[config.mk]
export PLATFORM = sky130hd
export DESIGN_NAME = integer_to_ascii_formatter_unit
export DESIGN_NICKNAME = d
export VERILOG_FILES = /design/src/ifmt_pkg.sv /design/src/ifmt_queue.sv /design/src/ifmt_front.sv /design/src/ifmt_back.sv /design/src/integer_to_ascii_formatter_unit.sv
export VERILOG_INCLUDE_DIRS = /design/src /design/src/src
export SDC_FILE = /design/constraint.sdc
export NUM_CORES = 2
export LEC_CHECK = 0
export ABC_CLOCK_PERIOD_IN_PS = 32600
export BUFFER_PORTS_ARGS = -buffer_cell sky130_fd_sc_hd__buf_2
export CORE_ASPECT_RATIO = 1.25
export CORE_MARGIN = 4
export CORE_UTILIZATION = 55
export DETAILED_ROUTE_END_ITERATION = 8
export PLACE_DENSITY = 0.71
export REMOVE_ABC_BUFFERS = 1
export SYNTH_ARGS = -nofsm -noshare
export SYNTH_HDL_FRONTEND = slang
export SYNTH_SLANG_ARGS = --single-unit
export TNS_END_PERCENT = 1
[constraint.sdc]
create_clock -name i_clk -period 32.6 [get_ports i_clk]
set_clock_uncertainty 0.2 [all_clocks]
set_input_delay 0 -clock i_clk [delete_from_list [all_inputs] [get_ports i_clk]]
set_output_delay 0 -clock i_clk [all_outputs]
set_load 0.02 [all_outputs]
[src/assert_macros.svh]
// Assertion macros for the RTL files that check themselves (the top level uses them).
`ifndef ASSERT_MACROS_SVH
`define ASSERT_MACROS_SVH

// same-cycle implication, held off during reset
`define ASSERT_SAME(lbl, clk, rst_n, ante, cons, msg) \
    lbl: assert property (@(posedge clk) disable iff (!rst_n) (ante) |-> (cons)) \
        else $error(msg);

// next-cycle implication, held off during reset
`define ASSERT_NEXT(lbl, clk, rst_n, ante, cons, msg) \
    lbl: assert property (@(posedge clk) disable iff (!rst_n) (ante) |=> (cons)) \
        else $error(msg);

`endif

[src/ifmt_pkg.sv]
// Shared types, constants and helpers of the integer to ASCII formatter.
`timescale 1ns / 1ps

package ifmt_pkg;

    localparam int VALUE_BITS_DEF = 32;
    localparam int VALUE_BITS_MAX = 64;
    // counts cover the whole VALUE_BITS range
    localparam int CNT_W = $clog2(VALUE_BITS_MAX + 1);
    localparam int DIG_W = 6;

    localparam logic [5:0] RADIX_MIN = 6'd2;
    localparam logic [5:0] RADIX_MAX = 6'd36;

    localparam logic [5:0] RADIX_RST = 6'd10;
    localparam logic [5:0] FW_RST    = 6'd0;
    localparam logic [7:0] PAD_RST   = 8'h20;
    localparam logic [7:0] PLUS_RST  = 8'h00;

    localparam logic [7:0] CH_ZERO  = 8'h30;
    localparam logic [7:0] CH_A     = 8'h41;
    localparam logic [7:0] CH_MINUS = 8'h2D;
    localparam logic [7:0] CH_HASH  = 8'h23;

    typedef enum logic [1:0] {
        REG_RADIX,
        REG_FIELD_WIDTH,
        REG_PAD_CHAR,
        REG_PLUS_CHAR
    } t_reg_idx;

    // job descriptor handed from the converter to the emitter
    typedef struct packed {
        logic             sign_en;
        logic [7:0]       sign_char;
        logic [7:0]       pad_char;
        logic             hash;
        logic [CNT_W-1:0] pad_cnt;
        logic [CNT_W-1:0] nd;
    } t_hdr;

    function automatic logic [7:0] digit_char(input logic [DIG_W-1:0] d);
        logic [7:0] d8;
        d8 = {2'b00, d};
        return (d > 6'd9) ? (d8 - 8'd10 + CH_A) : (d8 + CH_ZERO);
    endfunction

endpackage

[src/ifmt_queue.sv]
// Two-entry job queue between the converter and the character emitter.
`timescale 1ns / 1ps

module ifmt_queue import ifmt_pkg::*; #(
    parameter int DW = 8
) (
    input  logic          i_clk,
    input  logic          i_rst_n,
    input  logic          i_wr_valid,
    output logic          o_wr_ready,
    input  logic [DW-1:0] i_wr_data,
    output logic          o_rd_valid,
    input  logic          i_rd_ready,
    output logic [DW-1:0] o_rd_data
);

    localparam int Q_DEPTH = 2;

    logic [DW-1:0] r_mem [Q_DEPTH];
    logic          r_wp;
    logic          r_rp;
    logic [1:0]    r_cnt;
    logic          w_wr;
    logic          w_rd;

    assign o_wr_ready = (r_cnt != 2'd2);
    assign o_rd_valid = (r_cnt != 2'd0);
    assign o_rd_data  = r_mem[r_rp];
    assign w_wr       = i_wr_valid && o_wr_ready;
    assign w_rd       = o_rd_valid && i_rd_ready;

    always_ff @(posedge i_clk) begin
        if (w_wr) begin
            r_mem[r_wp] <= i_wr_data;
        end
    end

    always_ff @(posedge i_clk) begin
        if (!i_rst_n) begin
            r_wp  <= 1'b0;
            r_rp  <= 1'b0;
            r_cnt <= 2'd0;
        end else begin
            if (w_wr) begin
                r_wp <= ~r_wp;
            end
            if (w_rd) begin
                r_rp <= ~r_rp;
            end
            case ({w_wr, w_rd})
                2'b10:   r_cnt <= r_cnt + 2'd1;
                2'b01:   r_cnt <= r_cnt - 2'd1;
                default: r_cnt <= r_cnt;
            endcase
        end
    end

endmodule

[src/ifmt_front.sv]
// Front end: takes a value, shifts its magnitude bit by bit into a radix digit row.
`timescale 1ns / 1ps

module ifmt_front import ifmt_pkg::*; #(
    parameter int VALUE_BITS = VALUE_BITS_DEF
) (
    input  logic                        i_clk,
    input  logic                        i_rst_n,
    input  logic                        i_valid,
    output logic                        o_ready,
    input  logic [VALUE_BITS-1:0]       i_number,
    input  logic                        i_signed,
    input  logic [5:0]                  i_radix,
    input  logic [5:0]                  i_field_width,
    input  logic [7:0]                  i_pad_char,
    input  logic [7:0]                  i_plus_char,
    output logic                        o_valid,
    input  logic                        i_ready,
    output t_hdr                        o_hdr,
    output logic [VALUE_BITS*DIG_W-1:0] o_digits
);

    localparam int CW  = $clog2(VALUE_BITS + 1);
    localparam int BCW = $clog2(VALUE_BITS);

    typedef enum logic [1:0] {F_IDLE, F_CONV, F_DONE} t_fstate;

    t_fstate                              r_state;
    logic [VALUE_BITS-1:0]                r_mag;
    logic                                 r_neg;
    logic                                 r_sgn;
    logic [5:0]                           r_base;
    logic [VALUE_BITS-1:0][DIG_W-1:0]     r_dig;
    logic [CW-1:0]                        r_nd;
    logic [BCW-1:0]                       r_bit;

    logic [VALUE_BITS-1:0]                w_g;
    logic [VALUE_BITS-1:0]                w_p;
    logic [VALUE_BITS:0]                  w_sum;
    logic [VALUE_BITS:0]                  w_carry;
    logic [VALUE_BITS-1:0][DIG_W-1:0]     n_dig;
    logic [CW-1:0]                        n_nd;
    logic [6:0]                           w_base7;
    logic [6:0]                           w_t [VALUE_BITS];
    logic                                 w_neg;
    logic [VALUE_BITS-1:0]                w_neg_mag;
    logic [5:0]                           w_base_clamp;
    logic [CNT_W-1:0]                     w_fw;
    logic [CNT_W-1:0]                     w_width;
    logic [CNT_W-1:0]                     w_nd_ext;
    logic                                 w_pad_en;
    logic                                 w_hash;

    assign o_ready  = (r_state == F_IDLE);
    assign o_valid  = (r_state == F_DONE);
    assign o_digits = r_dig;

    assign w_neg     = i_signed && i_number[VALUE_BITS-1];
    assign w_neg_mag = ~i_number + {{(VALUE_BITS-1){1'b0}}, 1'b1};
    assign w_base_clamp = (i_radix < RADIX_MIN) ? RADIX_MIN :
                          (i_radix > RADIX_MAX) ? RADIX_MAX : i_radix;

    // Each digit cell does d = 2d + cin mod base. The carry ripple is
    // generate/propagate, so one adder resolves all cell carries at once.
    assign w_base7 = {1'b0, r_base};

    always_comb begin
        for (int k = 0; k < VALUE_BITS; k++) begin
            w_g[k] = ({r_dig[k], 1'b0} >= w_base7);
            w_p[k] = ({r_dig[k], 1'b1} == w_base7);
        end
    end

    assign w_sum   = {1'b0, w_g | w_p} + {1'b0, w_g}
                   + {{VALUE_BITS{1'b0}}, r_mag[VALUE_BITS-1]};
    assign w_carry = w_sum ^ {1'b0, w_g | w_p} ^ {1'b0, w_g};

    always_comb begin
        for (int k = 0; k < VALUE_BITS; k++) begin
            w_t[k]   = {r_dig[k], w_carry[k]} - (w_carry[k+1] ? w_base7 : 7'd0);
            n_dig[k] = w_t[k][DIG_W-1:0];
        end
    end

    // cells above the top digit are zero, so only the top one can grow the count
    assign n_nd = r_nd + CW'(w_carry[r_nd]);

    // descriptor
    assign w_fw     = CNT_W'(i_field_width);
    assign w_width  = (w_fw > CNT_W'(VALUE_BITS)) ? CNT_W'(VALUE_BITS) : w_fw;
    assign w_nd_ext = CNT_W'(r_nd);
    assign w_pad_en = (i_pad_char != 8'd0) && (w_width != '0);
    assign w_hash   = w_pad_en && (w_nd_ext > w_width);

    always_comb begin
        o_hdr.sign_en   = r_sgn && (r_neg || (i_plus_char != 8'd0));
        o_hdr.sign_char = r_neg ? CH_MINUS : i_plus_char;
        o_hdr.pad_char  = i_pad_char;
        o_hdr.hash      = w_hash;
        o_hdr.pad_cnt   = (w_pad_en && !w_hash) ? (w_width - w_nd_ext) : '0;
        o_hdr.nd        = w_nd_ext;
    end

    always_ff @(posedge i_clk) begin
        if (!i_rst_n) begin
            r_state <= F_IDLE;
        end else begin
            case (r_state)
                F_IDLE: begin
                    if (i_valid) begin
                        r_mag   <= w_neg ? w_neg_mag : i_number;
                        r_neg   <= w_neg;
                        r_sgn   <= i_signed;
                        r_base  <= w_base_clamp;
                        r_dig   <= '0;
                        r_nd    <= CW'(1);
                        r_bit   <= BCW'(VALUE_BITS - 1);
                        r_state <= F_CONV;
                    end
                end
                F_CONV: begin
                    r_dig <= n_dig;
                    r_nd  <= n_nd;
                    r_mag <= {r_mag[VALUE_BITS-2:0], 1'b0};
                    if (r_bit == '0) begin
                        r_state <= F_DONE;
                    end else begin
                        r_bit <= r_bit - BCW'(1);
                    end
                end
                F_DONE: begin
                    if (i_ready) begin
                        r_state <= F_IDLE;
                    end
                end
                default: r_state <= F_IDLE;
            endcase
        end
    end

endmodule

[src/ifmt_back.sv]
// Back end: walks a job descriptor and sends sign, padding and digit characters.
`timescale 1ns / 1ps

module ifmt_back import ifmt_pkg::*; #(
    parameter int VALUE_BITS = VALUE_BITS_DEF
) (
    input  logic                        i_clk,
    input  logic                        i_rst_n,
    input  logic                        i_valid,
    output logic                        o_ready,
    input  t_hdr                        i_hdr,
    input  logic [VALUE_BITS*DIG_W-1:0] i_digits,
    output logic                        o_m_valid,
    input  logic                        i_m_ready,
    output logic [7:0]                  o_m_char,
    output logic                        o_m_last
);

    localparam int IW = $clog2(VALUE_BITS);

    typedef enum logic [1:0] {B_IDLE, B_SIGN, B_PAD, B_DIG} t_bstate;

    t_bstate                          r_state;
    t_hdr                             r_hdr;
    logic [VALUE_BITS-1:0][DIG_W-1:0] r_dig;
    logic [CNT_W-1:0]                 r_pad;
    logic [CNT_W-1:0]                 r_idx;
    logic                             r_valid;
    logic [7:0]                       r_char;
    logic                             r_last;

    logic                             w_can_emit;
    logic                             w_emit;
    logic [CNT_W-1:0]                 w_idx_m1;
    logic [IW-1:0]                    w_sel;
    logic [7:0]                       w_dchar;

    assign o_ready    = (r_state == B_IDLE);
    assign o_m_valid  = r_valid;
    assign o_m_char   = r_char;
    assign o_m_last   = r_last;
    assign w_can_emit = !r_valid || i_m_ready;
    // every busy state puts out one word whenever the output register frees up
    assign w_emit     = (r_state != B_IDLE) && w_can_emit;

    // digits go out most significant first
    assign w_idx_m1 = r_idx - CNT_W'(1);
    assign w_sel    = w_idx_m1[IW-1:0];
    assign w_dchar  = r_hdr.hash ? CH_HASH : digit_char(r_dig[w_sel]);

    always_ff @(posedge i_clk) begin
        if (!i_rst_n) begin
            r_state <= B_IDLE;
            r_valid <= 1'b0;
        end else begin
            if (w_emit) begin
                r_valid <= 1'b1;
            end else if (i_m_ready) begin
                r_valid <= 1'b0;
            end
            case (r_state)
                B_IDLE: begin
                    if (i_valid) begin
                        r_hdr <= i_hdr;
                        r_dig <= i_digits;
                        r_pad <= i_hdr.pad_cnt;
                        r_idx <= i_hdr.nd;
                        if (i_hdr.sign_en) begin
                            r_state <= B_SIGN;
                        end else if (i_hdr.pad_cnt != '0) begin
                            r_state <= B_PAD;
                        end else begin
                            r_state <= B_DIG;
                        end
                    end
                end
                B_SIGN: begin
                    if (w_can_emit) begin
                        r_char  <= r_hdr.sign_char;
                        r_last  <= 1'b0;
                        r_state <= (r_pad != '0) ? B_PAD : B_DIG;
                    end
                end
                B_PAD: begin
                    if (w_can_emit) begin
                        r_char  <= r_hdr.pad_char;
                        r_last  <= 1'b0;
                        r_pad   <= r_pad - CNT_W'(1);
                        if (r_pad == CNT_W'(1)) begin
                            r_state <= B_DIG;
                        end
                    end
                end
                B_DIG: begin
                    if (w_can_emit) begin
                        r_char  <= w_dchar;
                        r_last  <= (r_idx == CNT_W'(1));
                        r_idx   <= w_idx_m1;
                        if (r_idx == CNT_W'(1)) begin
                            r_state <= B_IDLE;
                        end
                    end
                end
                default: r_state <= B_IDLE;
            endcase
        end
    end

endmodule

[src/integer_to_ascii_formatter_unit.sv]
// Top level of the integer to ASCII formatter: config registers, front, queue, back.
//
// Usage:
//  - Input stream (s_axis_*): one word per value; tdata holds the value,
//    tuser selects unsigned (0) or two's complement signed (1) conversion.
//  - Output stream (m_axis_*): one word per character, most significant
//    digit first; tlast marks the final character of each value.
//  - Config port: i_cfg_we writes i_cfg_data to register i_cfg_idx
//    (0 radix, 1 field width, 2 pad char, 3 plus char). Write only while idle.
//  - Conversion: the converter shifts the magnitude into the digit row,
//    one shift per cycle. The emitter loads a job from the queue, then
//    sends one character per cycle while the receiver keeps tready high.
//    m_axis_tvalid first rises once the first character is registered.
//  - A two-entry job queue sits between converter and emitter, so a new
//    value is taken while the previous one's characters still drain.
//  - Reset (synchronous, active low) empties the queue, drops any pending
//    character and restores radix 10, width 0, pad ' ', no plus char.
//  - When the receiver holds tready low the output word holds, the emitter
//    stops, the queue fills, and then s_axis_tready stays low.
`timescale 1ns / 1ps
`include "assert_macros.svh"

module integer_to_ascii_formatter_unit import ifmt_pkg::*; #(
    parameter int VALUE_BITS = VALUE_BITS_DEF
) (
    input  logic                                i_clk,
    input  logic                                i_rst_n,
    input  logic                                s_axis_tvalid,
    output logic                                s_axis_tready,
    input  logic [((VALUE_BITS+7)/8)*8-1:0]     s_axis_tdata,  // [VALUE_BITS-1:0] number
    input  logic                                s_axis_tuser,  // [0] cmd
    output logic                                m_axis_tvalid,
    input  logic                                m_axis_tready,
    output logic [7:0]                          m_axis_tdata,  // [7:0] out_char
    output logic                                m_axis_tlast,
    input  logic                                i_cfg_we,
    input  logic [1:0]                          i_cfg_idx,
    input  logic [7:0]                          i_cfg_data
);

    localparam int DIGW = VALUE_BITS * DIG_W;
    localparam int HDRW = $bits(t_hdr);
    localparam int QW   = HDRW + DIGW;

    logic [5:0]       r_radix;
    logic [5:0]       r_field_width;
    logic [7:0]       r_pad_char;
    logic [7:0]       r_plus_char;

    logic             w_push_valid;
    logic             w_push_ready;
    t_hdr             w_front_hdr;
    logic [DIGW-1:0]  w_front_dig;
    logic             w_pop_valid;
    logic             w_pop_ready;
    logic [QW-1:0]    w_q_out;
    t_hdr             w_back_hdr;
    logic [DIGW-1:0]  w_back_dig;

    always_ff @(posedge i_clk) begin
        if (!i_rst_n) begin
            r_radix       <= RADIX_RST;
            r_field_width <= FW_RST;
            r_pad_char    <= PAD_RST;
            r_plus_char   <= PLUS_RST;
        end else if (i_cfg_we) begin
            case (t_reg_idx'(i_cfg_idx))
                REG_RADIX:       r_radix       <= i_cfg_data[5:0];
                REG_FIELD_WIDTH: r_field_width <= i_cfg_data[5:0];
                REG_PAD_CHAR:    r_pad_char    <= i_cfg_data;
                REG_PLUS_CHAR:   r_plus_char   <= i_cfg_data;
                default:         r_radix       <= r_radix;
            endcase
        end
    end

    ifmt_front #(
        .VALUE_BITS (VALUE_BITS)
    ) u_front (
        .i_clk         (i_clk),
        .i_rst_n       (i_rst_n),
        .i_valid       (s_axis_tvalid),
        .o_ready       (s_axis_tready),
        .i_number      (s_axis_tdata[VALUE_BITS-1:0]),
        .i_signed      (s_axis_tuser),
        .i_radix       (r_radix),
        .i_field_width (r_field_width),
        .i_pad_char    (r_pad_char),
        .i_plus_char   (r_plus_char),
        .o_valid       (w_push_valid),
        .i_ready       (w_push_ready),
        .o_hdr         (w_front_hdr),
        .o_digits      (w_front_dig)
    );

    ifmt_queue #(
        .DW (QW)
    ) u_queue (
        .i_clk      (i_clk),
        .i_rst_n    (i_rst_n),
        .i_wr_valid (w_push_valid),
        .o_wr_ready (w_push_ready),
        .i_wr_data  ({w_front_hdr, w_front_dig}),
        .o_rd_valid (w_pop_valid),
        .i_rd_ready (w_pop_ready),
        .o_rd_data  (w_q_out)
    );

    assign w_back_hdr = w_q_out[QW-1:DIGW];
    assign w_back_dig = w_q_out[DIGW-1:0];

    ifmt_back #(
        .VALUE_BITS (VALUE_BITS)
    ) u_back (
        .i_clk     (i_clk),
        .i_rst_n   (i_rst_n),
        .i_valid   (w_pop_valid),
        .o_ready   (w_pop_ready),
        .i_hdr     (w_back_hdr),
        .i_digits  (w_back_dig),
        .o_m_valid (m_axis_tvalid),
        .i_m_ready (m_axis_tready),
        .o_m_char  (m_axis_tdata),
        .o_m_last  (m_axis_tlast)
    );

    // converter is busy right after it takes a value
    `ASSERT_NEXT(a_front_busy, i_clk, i_rst_n, s_axis_tvalid && s_axis_tready, !s_axis_tready, "front took a word while busy")
    // handing a job to the queue frees the converter
    `ASSERT_NEXT(a_front_free, i_clk, i_rst_n, w_push_valid && w_push_ready, s_axis_tready, "front not free after push")
    // emitter loads one job and works on it before the next
    `ASSERT_NEXT(a_back_busy, i_clk, i_rst_n, w_pop_valid && w_pop_ready, !w_pop_ready, "back popped two jobs in a row")

endmodule
Word level (Yosys, flattened, before mapping)
Memory sizes are Yosys's and may differ from the RTL's. A register that Yosys moved wholly into a read port is not among the register bits.
Index checks and enable logic that the tools add are counted.
Widths: inputs -> output; s select.

word-level totals
  flip-flop bits (word level) = 512
  word-level logic and storage cells = 367
  output and inout bits = 11
  bits of input ports = 48
  memory bits (writable) = 446
  memories kept = 1

memories
  name           words  bits a word  read ports  clocked after memory_dff  wr ports  line              source
  u_queue.r_mem  2      223          1           1                         1         ifmt_queue.sv:19  logic [DW-1:0] r_mem [Q_DEPTH];

cells by class
  bitwise logic cells = 6
  reduce and logical (&&, ||, !) cells = 46
  equal/unequal tests = 56
  magnitude comparators = 39
  multiplexer cells = 86
  $add $sub $neg = 45

operators with widths
  kind                   count
  $pmux 192 s2           1
  $eq 7x6->1             32
  $ge 7x6->1             32
  $mux 6                 36
  $mux 192               1
  $sub 6x6->6            32
  $xor 33x32->33         2
  $mux 32                2
  $pmux 32 s2            1
  $mux 8                 6
  $mux 7                 5
  $add 32x32->33         1
  $add 33x1->33          1
  $add 32x1->32 const B  1
  $not 32->32            1
  $or 32x32->32          1
  $bmux 6 s5             1
  $pmux 7 s2             2
  $pmux 8 s3             1
  $reduce_bool 7->1      3
  $mux 2                 10
  $ne 2x1->1 const B     8
  $reduce_and 4->1       4
  $reduce_bool 2->1      8
  41 further kinds       86

Logic depth before layout (Yosys ltp)
  word-level depth = 10
  gate-level depth with buffers = 28
  depth with buffers taken out = 25

Modules after synthesis
Synthesis repeated with hierarchy kept, for this count alone.

unflattened totals
  cells, all modules = 3781
  area, all modules = 49665.1 µm²

by module, submodules not included
  module                           cells each  sequential area each (µm²)  instances  area each (µm²)
  ifmt_front                       2403        7337.0                      1          22206.3
  ifmt_queue                       721         13553.0                     1          16485.8
  ifmt_back                        552         7026.7                      1          9889.5
  integer_to_ascii_formatter_unit  105         560.5                       1          1083.5

Worst setup path before layout
Ideal clock, no wire load.

  path kind = flip-flop to flip-flop
  start point = reg u_front.r_state[0]
  end point = reg u_front.r_bit[0], enable pin
  arrival = 16.990 ns
  clock period less this slack = 17.537 ns
  cell stages (with the launch flop) = 4
  buffers on the path = 0
  setup time = 0.348 ns
  required time = 32.052 ns
  slack = 15.063 ns
  path through = dfxtp_1 nor2_1 nor3_1 nor2b_1

between the ends
  cells in the longest elaborated chain, start to end = 3
  elaborated cells between the ends (all ways) = 6
  classes of those cells = 3 x eq/ne; 3 x reduce/logical

ends and longest elaborated chain
  item                                                                     line               source
  start, declared                                                          ifmt_front.sv:28   t_fstate r_state;
  start signal, assigned                                                   ifmt_front.sv:106  r_state <= F_IDLE;
  start signal, assigned                                                   ifmt_front.sv:118  r_state <= F_CONV;
  start signal, assigned                                                   ifmt_front.sv:126  r_state <= F_DONE;
  $eq 2x1->1 / $logic_not 2->1 (equally long branches)                     ifmt_front.sv:108  case (r_state)
  $ne 2x2->1 (no source line) / $reduce_bool 2->1 (equally long branches)  n/a
  $reduce_and 4->1 (no source line) *                                      n/a
  end signal, assigned                                                     ifmt_front.sv:117  r_bit <= BCW'(VALUE_BITS - 1);
  end signal, assigned                                                     ifmt_front.sv:128  r_bit <= r_bit - BCW'(1);
  end, declared                                                            ifmt_front.sv:35   logic [BCW-1:0] r_bit;

Every way passes the cells marked *; elsewhere a longest branch is shown, timed or not.
A chain may end at the register's enable or synchronous reset.

Worst setup path after layout
  start point = reg u_front.r_base[2]
  end point = reg u_front.r_dig, in the netlist u_front.o_digits[191], data pin

between the ends
  cells in the longest elaborated chain, start to end = 9
  elaborated cells between the ends (all ways) = 72
  classes of those cells = 3 x add/sub; 32 x order compare; 32 x eq/ne; 2 x mux; 3 x bitwise

ends and longest elaborated chain
  item                                             line                                source
  start, declared                                  ifmt_front.sv:32                    logic [5:0] r_base;
  start signal, assigned                           ifmt_front.sv:114                   r_base <= w_base_clamp;
  $ge 7x6->1 / $eq 7x6->1 (equally long branches)  ifmt_front.sv:69, ifmt_front.sv:70
  $or 32x32->32                                    ifmt_front.sv:74, ifmt_front.sv:76
  $add 32x32->33                                   ifmt_front.sv:74                    assign w_sum = {1'b0, w_g | w_p} + {1'b0, w_g}
  $add 33x1->33                                    ifmt_front.sv:75                    + {{VALUE_BITS{1'b0}}, r_mag[VALUE_BITS-1]};
  $xor 33x32->33 (2 in a row)                      ifmt_front.sv:76                    assign w_carry = w_sum ^ {1'b0, w_g | w_p} ^ {1'b0, w_g};
  $mux 6                                           ifmt_front.sv:80                    w_t[k] = {r_dig[k], w_carry[k]} - (w_carry[k+1] ? w_base7 : 7'd0);
  $sub 6x6->6 *                                    ifmt_front.sv:80
  $pmux 192 s2 *                                   ifmt_front.sv:108
  end signal, assigned                             ifmt_front.sv:122                   r_dig <= n_dig;
  end, declared                                    ifmt_front.sv:33                    logic [VALUE_BITS-1:0][DIG_W-1:0] r_dig;

Marks and branches as above.

==> flow_summary.toml <==
[yosys]
syn_area_um2 = 48700
yosys_register_bits = 959
netlist_instances = 3677
synth_area_per_inst_um2 = 13.3
synth-seq-area-share_pct = 58.3
yosys.cell_types.count = 80
synth_enable_flop_cells = 921
synth.yosys.warnings = 0
async_reset_ff_share_pct = 0
ys_dominant_reg_cell = "sky130_fd_sc_hd__edfxtp_1"

[setup_path]
critPathSlowestCell = "sky130_fd_sc_hd__a311oi_1"
required_time_reported_for_the_critical_path_endpoint_ps = 32780
critical_path_buf_inv_count = 3
signal_arrival_time_at_the_worst_endpoint_ps = 7690
critPathKind = "reg2reg"
end_kind = "flop"
slowest_delay_ps = 680
critical_path.most_common_cell = "sky130_fd_sc_hd__ha_1"
critPathTopFamily = "simple AND/OR/NAND/NOR gates"
critical_path_peak_fanout = 33
start_kind = "flop"

[detailed_routing]
drt_drc_violations_left = 0
met2WireLength_um = 58700
vias = 30063
first_pass_iters = 5
wl_per_cell_um = 22.3
highest_layer = "met4"
detailroute.wirelength.met3_um = 5470
vias_per_cell = 5.91
met1_length_um = 45700
detail-route-antenna-nets = 0
totalWireLength_um = 114000
drt_iter0_drc = 2480

[clock_tree]
tritoncts_clock_tree = "built"
cts.htree.levels = 3
clock_insertion_delay_worst_skew_ps = 680
root_buffer = "sky130_fd_sc_hd__clkbuf_16"
post_cts_setup_repair_buffer_count = 0
clock_path_buffers = 3
tritoncts_num_sinks = 959
cts_inserted_buffers = 92
clkSlewWorstSetupHoldPaths_ps = 70

[timing]
finalSetupViolCount = 0
min_period_over_period_pct = 23.0
worst_slew_pin_slew_ps = 1260
fin_crit_ps = 7500
timing_max_transition_violations_final = 0
tns_ps = 0
postLayoutSetupSlackWorst_ps = 25100
slew-limit-headroom_pct = 16.1
peak_clock_frequency_supported_by_timing_mhz = 133
grt_setup_unrepaired = "no"
timing.final.hold_violations = 0

[grt]
antenna_found_initial = 0
number_of_global_route_vias_before_repair = 30401
pin_count_of_the_biggest_net_entering_global_routing = 140
gr_util_all_layers_pct = 24.5
first_pass_grt_wire_length_um = 176000
grt_overflow = 0

[floorplanning]
initial_utilization_pct = 55.7
die_area_um2 = 93500
row_count = 121
die_w_um = 274
core_um2 = 87500
ioPinCount = 59
floorplan.die.height_um = 341

[finish]
layout_commonest_cell = "sky130_fd_sc_hd__edfxtp_1"
fill_cells = 6630
final_net_count = 4273
areaGrowthSynthToFinish_pct = 12.0
drive_gt1_share_pct = 14.3
most-common-layout-cells = "921 x sky130_fd_sc_hd__edfxtp_1, 344 x sky130_fd_sc_hd__ha_1, 300 x sky130_fd_sc_hd__nor2_1"

[placed_design]
post-dp-hpwl_um = 72600
finalWeightedCongestion = 0.876
setup_ws_pre_cts_ps = 25240
numPortBuffers = 58

[min_path]
worst_hold_path_type = "in2reg"

[power]
static-leakage-power_nw = 20.7
vdd.ir_drop.worst_mv = 0.0398
power-per-cell-area_nw_per_um2 = 58.2

[run_status]
outcome = "finished, final reports clean"

[job]
cap_violations = 0
Yosys cell counts (38+ instances only):
cell / count / share of area (%)
sky130_fd_sc_hd__o21ai_0: 119 / 1.2
sky130_fd_sc_hd__ha_1: 345 / 8.9
sky130_fd_sc_hd__nor2_1: 302 / 2.3
sky130_fd_sc_hd__inv_1: 152 / 1.2
sky130_fd_sc_hd__nand3_1: 49 / 0.50
sky130_fd_sc_hd__a211oi_1: 39 / 0.60
sky130_fd_sc_hd__a21o_1: 107 / 1.6
sky130_fd_sc_hd__dfxtp_1: 38 / 1.6
sky130_fd_sc_hd__nand2_1: 274 / 2.1
sky130_fd_sc_hd__xor2_1: 111 / 2.0
sky130_fd_sc_hd__nor2b_1: 65 / 0.83
sky130_fd_sc_hd__mux4_2: 63 / 2.9
sky130_fd_sc_hd__nor3_1: 64 / 0.66
sky130_fd_sc_hd__a21oi_1: 173 / 1.8
sky130_fd_sc_hd__clkbuf_1: 101 / 0.78
sky130_fd_sc_hd__mux2_2: 212 / 4.9
sky130_fd_sc_hd__xnor2_1: 82 / 1.5
sky130_fd_sc_hd__nand2b_1: 48 / 0.62
sky130_fd_sc_hd__edfxtp_1: 921 / 57
worst paths after layout:
| kind | startpoint | endpoint | slack, ps | depth (start not counted) |
|---|---|---|---|---|
| setup reg to reg | u_front.r_base[2] | u_front.o_digits[191] | 25100 | 26 |
| setup / recovery | u_front.r_base[2] | u_front.o_digits[191] | 25100 | 26 |
| hold / removal | s_axis_tdata[3] | u_front.r_mag[3] | 110 | 4 |
| hold reg to reg | r_field_width[4] | r_field_width[4] | 310 | 2 |
repair_timing:
item                      4_1_cts  5_1_grt
hold buffers                  102        0
hold endpoints to repair      142        0
gates resized for setup         0        0
routing by layer:
layer	vias up	GRT usage, %
met5	-	0
met4	0	7.88
met3	221	2.86
met2	837	43.9
met1	14930	31.0
li1	14075	-
stage by stage:
step | util [%] | instances | cell area (µm²) | power [W] | hold slack [ps]
floorplan | - | 3553 | 48200 | 0.00191 | -138
global placement | 57.6 | 4819 | 50400 | 0.00206 | 69.2
detailed placement | 57.6 | 4819 | 50400 | 0.00207 | 74.8
CTS | 62.4 | 5089 | 54600 | 0.00320 | 52.2
global route | 62.4 | 5089 | 54600 | 0.00332 | 127
finish | 62.4 | 5090 | 54600 | 0.00318 | 109
where the power goes:
part           total (W)  switching [W]  internal (W)
logic           0.000599       0.000347      0.000252
registers        0.00146      0.0000485       0.00141
clock network    0.00112       0.000468      0.000648
total            0.00318       0.000863       0.00231
tightest hold or removal path: stages:
cell and delay [ps]:
sky130_fd_sc_hd__dlygate4sd3_1 530, sky130_fd_sc_hd__buf_2 130, sky130_fd_sc_hd__xor2_1 60, sky130_fd_sc_hd__o21ai_0 140
registers in the layout, indices dropped and copies added, names as in the netlist, 8 cells and up, named ones only:
name	flops
u_queue.r_mem	446
u_back.r_dig	192
u_front.o_digits	192
u_front.r_mag	32
u_back.r_hdr	17
r_pad_char	8
r_plus_char	8
u_back.o_m_char	8
cells by family (layout without fill, tap and decap cells):
logic type,after synthesis,count (layout),share of synthesized area [%]
xor+xnor,193,193,3.47
other cells,0,1,0
flops,959,959,58.3
mux,312,312,8.57
compound gates,550,550,7.19
buf+inv,281,525,2.23
fa+ha+maj,379,379,10.2
simple gates,1003,1003,10.0
area by class of cell:
class / count / area (µm²) / share of cell area [%]
Clock inverter: 58 / 732 / 1.34
Tap cell: 1168 / 1460 / 2.68
Clock buffer: 110 / 2430 / 4.46
Multi-Input combinational cell: 2437 / 19300 / 35.3
Timing Repair Buffer: 200 / 1650 / 3.02
Inverter: 157 / 592 / 1.08
Antenna cell: 1 / 2.50 / 0.00459
Sequential cell: 959 / 28400 / 52.1
(Power assumes the default switching activity.)
